===== src/rtl/c3f_ram.sv =====
// ---------------------------------------------------------------------------
// c3f_ram
// Simple dual port RAM: one write port, one read port with registered data.
// ---------------------------------------------------------------------------
`default_nettype none

module c3f_ram #(
  parameter  int WIDTH = 8,
  parameter  int DEPTH = 16,
  localparam int AW    = $clog2(DEPTH)
) (
  input  wire logic             clk,
  input  wire logic             wr_en,
  input  wire logic [AW-1:0]    wr_addr,
  input  wire logic [WIDTH-1:0] wr_data,
  input  wire logic             rd_en,
  input  wire logic [AW-1:0]    rd_addr,
  output logic      [WIDTH-1:0] rd_data
);

  logic [WIDTH-1:0] mem [DEPTH];

  always_ff @(posedge clk) begin
    if (wr_en) begin
      mem[wr_addr] <= wr_data;
    end
    if (rd_en) begin
      rd_data <= mem[rd_addr];
    end
  end

endmodule

`default_nettype wire


===== config.mk =====
export PLATFORM = sky130hd
export DESIGN_NAME = c3f_ram
export DESIGN_NICKNAME = d
export VERILOG_FILES = /design/src/rtl/c3f_ram.sv
export SDC_FILE = /design/constraint.sdc
export NUM_CORES = 1
export LEC_CHECK = 0
export ABC_AREA = 1
export BUFFER_PORTS_ARGS = -buffer_cell sky130_fd_sc_hd__clkbuf_2
export CAP_MARGIN = 0
export CORE_MARGIN = 2
export CORE_UTILIZATION = 32
export CTS_BUF_LIST = sky130_fd_sc_hd__clkbuf_8
export DETAILED_ROUTE_END_ITERATION = 16
export GPL_ROUTABILITY_DRIVEN = 0
export GPL_TIMING_DRIVEN = 1
export SLEW_MARGIN = 30
export SYNTH_ARGS = -nofsm -noshare
export SYNTH_HDL_FRONTEND = slang
export SYNTH_SLANG_ARGS = --single-unit

===== constraint.sdc =====
create_clock -name clk -period 1.64 [get_ports clk]
set_input_delay 0.328 -clock clk [delete_from_list [all_inputs] [get_ports clk]]
set_output_delay 0.328 -clock clk [all_outputs]
set_load 0.01 [all_outputs]

==> impl_metrics.yaml, run 1 <==
outcome:
  status: "finished clean"
clock_network:
  numCtsBuffers: 17
  root_buffer: "clkbuf_8"
  hold_buffers: 0
  cts_setup_buffers: 0
  clkTransAtPathRegs_ns: 0.08
  cts-resized-gates: 0
  insertion_delay_ns: 0.44
  cts_tree: "built"
  cts_sinks: 136
  htreeDepth: 4
  cts_buffer_depth: 2
min_path:
  min_path_type: "primary input to flip-flop"
timing:
  setup_violations: 0
  setup_slack_ns: 0.299
  fin_setup_tns_ns: 0
  finClkSkew_ns: 0.0112
  min_period_ns: 1.34
  fin_crit_sh_pct: 81.8
  rsz0062_at_grt: "false"
  worst_slew_pin_slew_ns: 0.621
  fmax_mhz: 745
  maxSlewHeadroom_pct: 58.6
  hold_viol_final: 0
  report.final.slew_viol_count: 0
  hold_slack_ns: 0.279
finish:
  post-route-util_pct: 37.4
  diodes: 0
  fin_nets: 615
  finalInstanceArea_um2: 6720
  area_growth_pct: 15.0
  drive_above_1_share_pct: 13.5
power:
  p_sw_share_pct: 22.8
  switching_power_uw: 1630
  power_frac_clock_pct: 38.4
  p_int_uw: 5540
  p_per_area_nw_per_um2: 1070
  p_comb_share_pct: 6.7
  power_leakage_uw: 0.00287
  pwr-share-seq_pct: 54.9
  vdd_drop_max_mv: 0.533
grt:
  grtUsageTotal_pct: 14.7
  antenna_found_initial: 0
  grt_max_degree: 46
  grt_pass1_wl_um: 21600
  overflow: 0
  grt_pass1_vias: 3883
setup_path:
  cpLargestDelayFamily: "flip-flops"
  crit_required_ns: 1.31
  cp_slowest_cell: "edfxtp_1"
  critPathMaxFanout: 1
  crit_chain: "clkbuf_2"
  slowest_delay_ns: 0.42
  arrival_ns: 1.01
  cp-end-kind: "primary output"
  crit_path_start_kind: "flip-flop"
  crit_buf_inv: 1
  path_class: "flip-flop to primary output"
place:
  dp_worst_setup_slack_ns: 0.0707
  place_area_um2: 6330
  io_buffers: 26
  dp.final_hpwl_um: 8870
synth:
  syn-mean-instance-area_um2: 10.6
  synth-seq-cells: 136
  synth_area_leader_cell: "edfxtp_1"
  netlist-cell-type-count: 11
  ys.flop_type: "edfxtp_1"
  synthTopCellsByCount: "nand2_1 (173), edfxtp_1 (136), inv_1 (100)"
  synth_top_area_share_pct: 69.8
  synth_warnings: 0
  synth_most_common_cell: "nand2_1"
  syn-num-nets: 570
  synth_edf_count: 136
  syn-cell-area_um2: 5850
  ys_seq_area_share_pct: 69.8
  async_flop_share_pct: 0
  synth_cells: 551
  synth_area_leaders: "edfxtp_1 (70%), nand2_1 (11%), nand3_1 (8.3%)"
die:
  die_area_um2: 19400
  die_h_um: 139
  ios: 27
  core_area_um2: 18000
  start_util_pct: 32.5
  rows: 49
  die_x_um: 139
drt:
  drc: 0
  first_pass_iters: 5
  ant_nets: 0
  routed_wl_um: 13500
  vias_per_cell: 4.67
  via_count: 3912
  post_drt_wl_per_cell_um: 16.1
  first_iter_violations: 427
run:
  cap_viol_max_count: 0
## layout by cell type (no fill, tap or decap)
cell        count
nand3b_1        2
bufinv_16       3
clkinvlp_4      4
nand3_1        97
buf_12          4
nand2_1       173
clkbuf_2       26
nor2_1         17
inv_2           2
inv_1         101
clkinv_1        1
clkinv_4        1
clkbuf_8       17
buf_4          20
edfxtp_1      136
clkinv_2        5
## path summary, 6_finish.rpt
check                                 from    endpoint  slack (ns)  depth (start not counted)
worst min-delay path                 rd_en  rd_data[6]        0.28                          1
worst max-delay path            rd_data[3]  rd_data[3]        0.30                          1
worst min register to register  mem[12][5]  rd_data[5]        0.74                          6
worst max register to register   mem[7][0]  rd_data[0]        0.51                          6
## power groups by stage
stage                     Clock [µW]  Sequential [µW]  Combinational (µW)
after floorplan                    0             4010                 275
after global placement             0             4010                 486
after detailed placement           0             4020                 490
after CTS                       2800             3940                 491
after global routing            2940             3940                 543
final                           2750             3940                 484
## per-stage QoR
stage          power (µW)  std cells
2_1_floorplan        4290        551
3_3_place_gp         4500        806
3_5_place_dp         4510        806
4_1_cts              7230        838
5_1_grt              7430        838
6_report             7170        838
## layout make-up
| class | instances | area (µm²) |
|---|---|---|
| fillers | 1764 | 11200 |
| repair buffers | 50 | 360 |
| clock inverters | 15 | 161 |
| flip-flops and latches | 136 | 4080 |
| well taps | 229 | 287 |
| clock buffers | 17 | 234 |
| multi-input cells | 289 | 1210 |
| inverters | 102 | 383 |
## state kept, by name (all words and copies together), names as in the netlist
name	count
mem	128
rd_data	8
## cells by family after synthesis
logic type	count (synthesis)	synth area share [%]
buffers and inverters	126	9.39
flip-flops	136	69.8
AND/OR/NAND/NOR	289	20.8
## layer usage
metal / up-vias / part of all wire (%) / GRT usage [%] / wire length (µm)
li1: 1866 / - / - / -
met1: 1880 / 45 / 20.0 / 6100
met2: 143 / 47 / 23.3 / 6320
met3: 23 / 6.3 / 3.42 / 852
met4: 0 / 1.8 / 5.42 / 243
met5: - / 0 / 0 / 0
(Power assumes the default switching activity.)
==> run 2: changes to the inputs <==
==> constraint.sdc (replaced) <==
create_clock -name clk -period 1.1 [get_ports clk]
set_input_delay 0.22 -clock clk [delete_from_list [all_inputs] [get_ports clk]]
set_output_delay 0.22 -clock clk [all_outputs]
set_load 0.01 [all_outputs]
==> run 2 against run 1 <==
Effect of this change:
- the flow now finishes with violations (negative setup slack)
- register-to-register slack got worse by 0.48 ns
- first-iteration DRC count fell by 31%
- hold slack worse by 0.092 ns
- power is 50% higher
- final cell count grew 0.24%
- sequential power is 49% higher
- flip-flop and latch count did not move
- via count up 0.89%
- worst setup slack got worse by 0.44 ns
- critical path depth did not move
- critical endpoint is now rd_data[6]
- highest routed layer unchanged
==> impl_metrics.yaml, run 2 (synthesis gave the netlist of run 1 again) <==
outcome:
  status: "complete, but fails checks"
  violations: "negative setup slack"
timing:
  rsz0062_at_grt: "true"
  finClkSkew_ns: 0.0149
  fmax_mhz: 808
  report.final.slew_viol_count: 0
  fin_crit_sh_pct: 112
  maxSlewHeadroom_pct: 69.2
  hold_viol_final: 0
  setup_violations: 8
  min_period_ns: 1.24
  worst_slew_pin_slew_ns: 0.462
  setup_slack_ns: -0.137
power:
  power_leakage_uw: 0.00302
  p_per_area_nw_per_um2: 1520
  vdd_drop_max_mv: 0.728
  p_total_uw: 10800
finish:
  final_cells: 840
  final_common_cell: "nand2_1"
  top_register: "mem"
  post-route-util_pct: 39.5
  largest_reg_flops: 128
  drive_above_1_share_pct: 24.9
  diodes: 0
  nFillCells: 1730
  reg_top3: "mem x128, rd_data x8"
  fin_nets: 617
  multiInputGateArea_um2: 1540
  finalInstanceArea_um2: 7090
  layout_common_cells: "nand2_1 (170), edfxtp_1 (136), inv_1 (99)"
  ff_latch_area_um2: 4080
  area_growth_pct: 21.2
setup_path:
  r2r-start: "mem[5][7]"
  crit_buf_inv: 1
  arrival_ns: 1.02
  slowest_delay_ns: 0.43
  r2r-end: "rd_data[7]"
  cpLargestDelayFamily: "flip-flops"
  crit_path_start_kind: "flip-flop"
  critPathMaxFanout: 1
  cp-end-kind: "primary output"
  cp_slowest_cell: "edfxtp_1"
  crit_required_ns: 0.88
  regToRegSetupSlack_ns: 0.03
  path_class: "flip-flop to primary output"
  reg2reg_depth: 6
  crit_chain: "clkbuf_2"
  crit_cells: 1
drt:
  wl_met1_um: 6350
  vias_per_cell: 4.70
  drc: 0
  ant_nets: 0
  via_count: 3947
  first_iter_violations: 295
  maxUsedRoutingLayer: "met4"
  post_drt_wl_per_cell_um: 16.4
  wl_met3_um: 760
  routed_wl_um: 13800
  first_pass_iters: 6
  wl_met2_um: 6410
grt:
  grt_pass1_vias: 3911
  antenna_found_initial: 0
  grtUsageTotal_pct: 14.4
  grt_pass1_wl_um: 21200
  overflow: 0
  grt_max_degree: 54
clock_network:
  root_buffer: "clkbuf_8"
  cts_sinks: 136
  hold_buffers: 0
  cts_buffer_depth: 2
  cts_setup_buffers: 0
  insertion_delay_ns: 0.43
  htreeDepth: 4
  clkTransAtPathRegs_ns: 0.08
  numCtsBuffers: 17
  cts_tree: "built"
die:
  die_area_um2: 19400
  ios: 27
  start_util_pct: 32.5
  die_x_um: 139
  rows: 49
  core_area_um2: 18000
  die_h_um: 139
min_path:
  hold_depth: 1
  min_path_type: "primary input to flip-flop"
  worstHoldStart: "rd_en"
  holdPathEnd: "rd_data[7]"
place:
  place_area_um2: 6380
  dp.cells: 808
  dp.final_hpwl_um: 8720
  io_buffers: 26
run:
  cap_viol_max_count: 0
[run 2: changes by cell type in the layout (fill, tap and decap cells not counted)]
cell and change:
nand3_1 -59, nand3_2 +58, nor2_1 -5, nor2_2 +5, nand2_1 -3, nand2_2 +3, buf_12 +2, clkinvlp_4 -2
inv_1 -2, clkinv_1 +1, clkinv_2 +1, clkinv_4 +1, inv_4 +1, nand3_4 +1
[run 2: layout make-up]
cell class,count,area share (%)
Multi-Input combinational cell,289,21.7
Sequential cell,136,57.6
Tap cell,229,4.04
Timing Repair Buffer,52,5.65
Clock buffer,17,3.30
Inverter,102,5.44
Clock inverter,15,2.26
[run 2: how the worst max path moves through the flow]
stage,from,to,slack (ns)
3_3_place_gp,rd_addr[1],rd_data[7],-0.37
4_1_cts,rd_data[3],rd_data[3],-0.16
2_1_floorplan,wr_addr[2],mem[11][0],-0.07
3_5_place_dp,rd_addr[1],rd_data[2],-0.39
5_1_grt,rd_data[6],rd_data[6],-0.16
6_report,rd_data[6],rd_data[6],-0.14
[run 2: power by group]
group	switching, µW	internal, µW	total (µW)	leakage (µW)
Sequential	36.6	5830	5870	0.00124
Combinational	575	269	844	0.00158
Clock	1860	2200	4060	0.000200
Total	2470	8310	10800	0.00302
[run 2: per-layer routing]
metal  track usage (%)  vias up
met5                 0        -
met4              5.32        0
met3              3.07       19
met2              22.5      118
met1              20.0     1937
li1                  -     1873
[run 2: per-stage QoR]
| stage | setup slack, ns | setup TNS [ns] | hold WS [ns] |
|---|---|---|---|
| global route | -0.160 | -1.20 | 0.173 |
| detailed placement | -0.387 | -12.91 | 0.631 |
| global placement | -0.373 | -11.15 | 0.621 |
| finish | -0.137 | -0.805 | 0.187 |
| CTS | -0.159 | -0.964 | 0.170 |
| floorplan | -0.0708 | -6.08 | 0.319 |
[run 2: timing repair]
item	CTS	global route
gates cloned	0	0
pin swaps	4	34
gates resized for setup	10	56
endpoints found under the setup margin	10	16
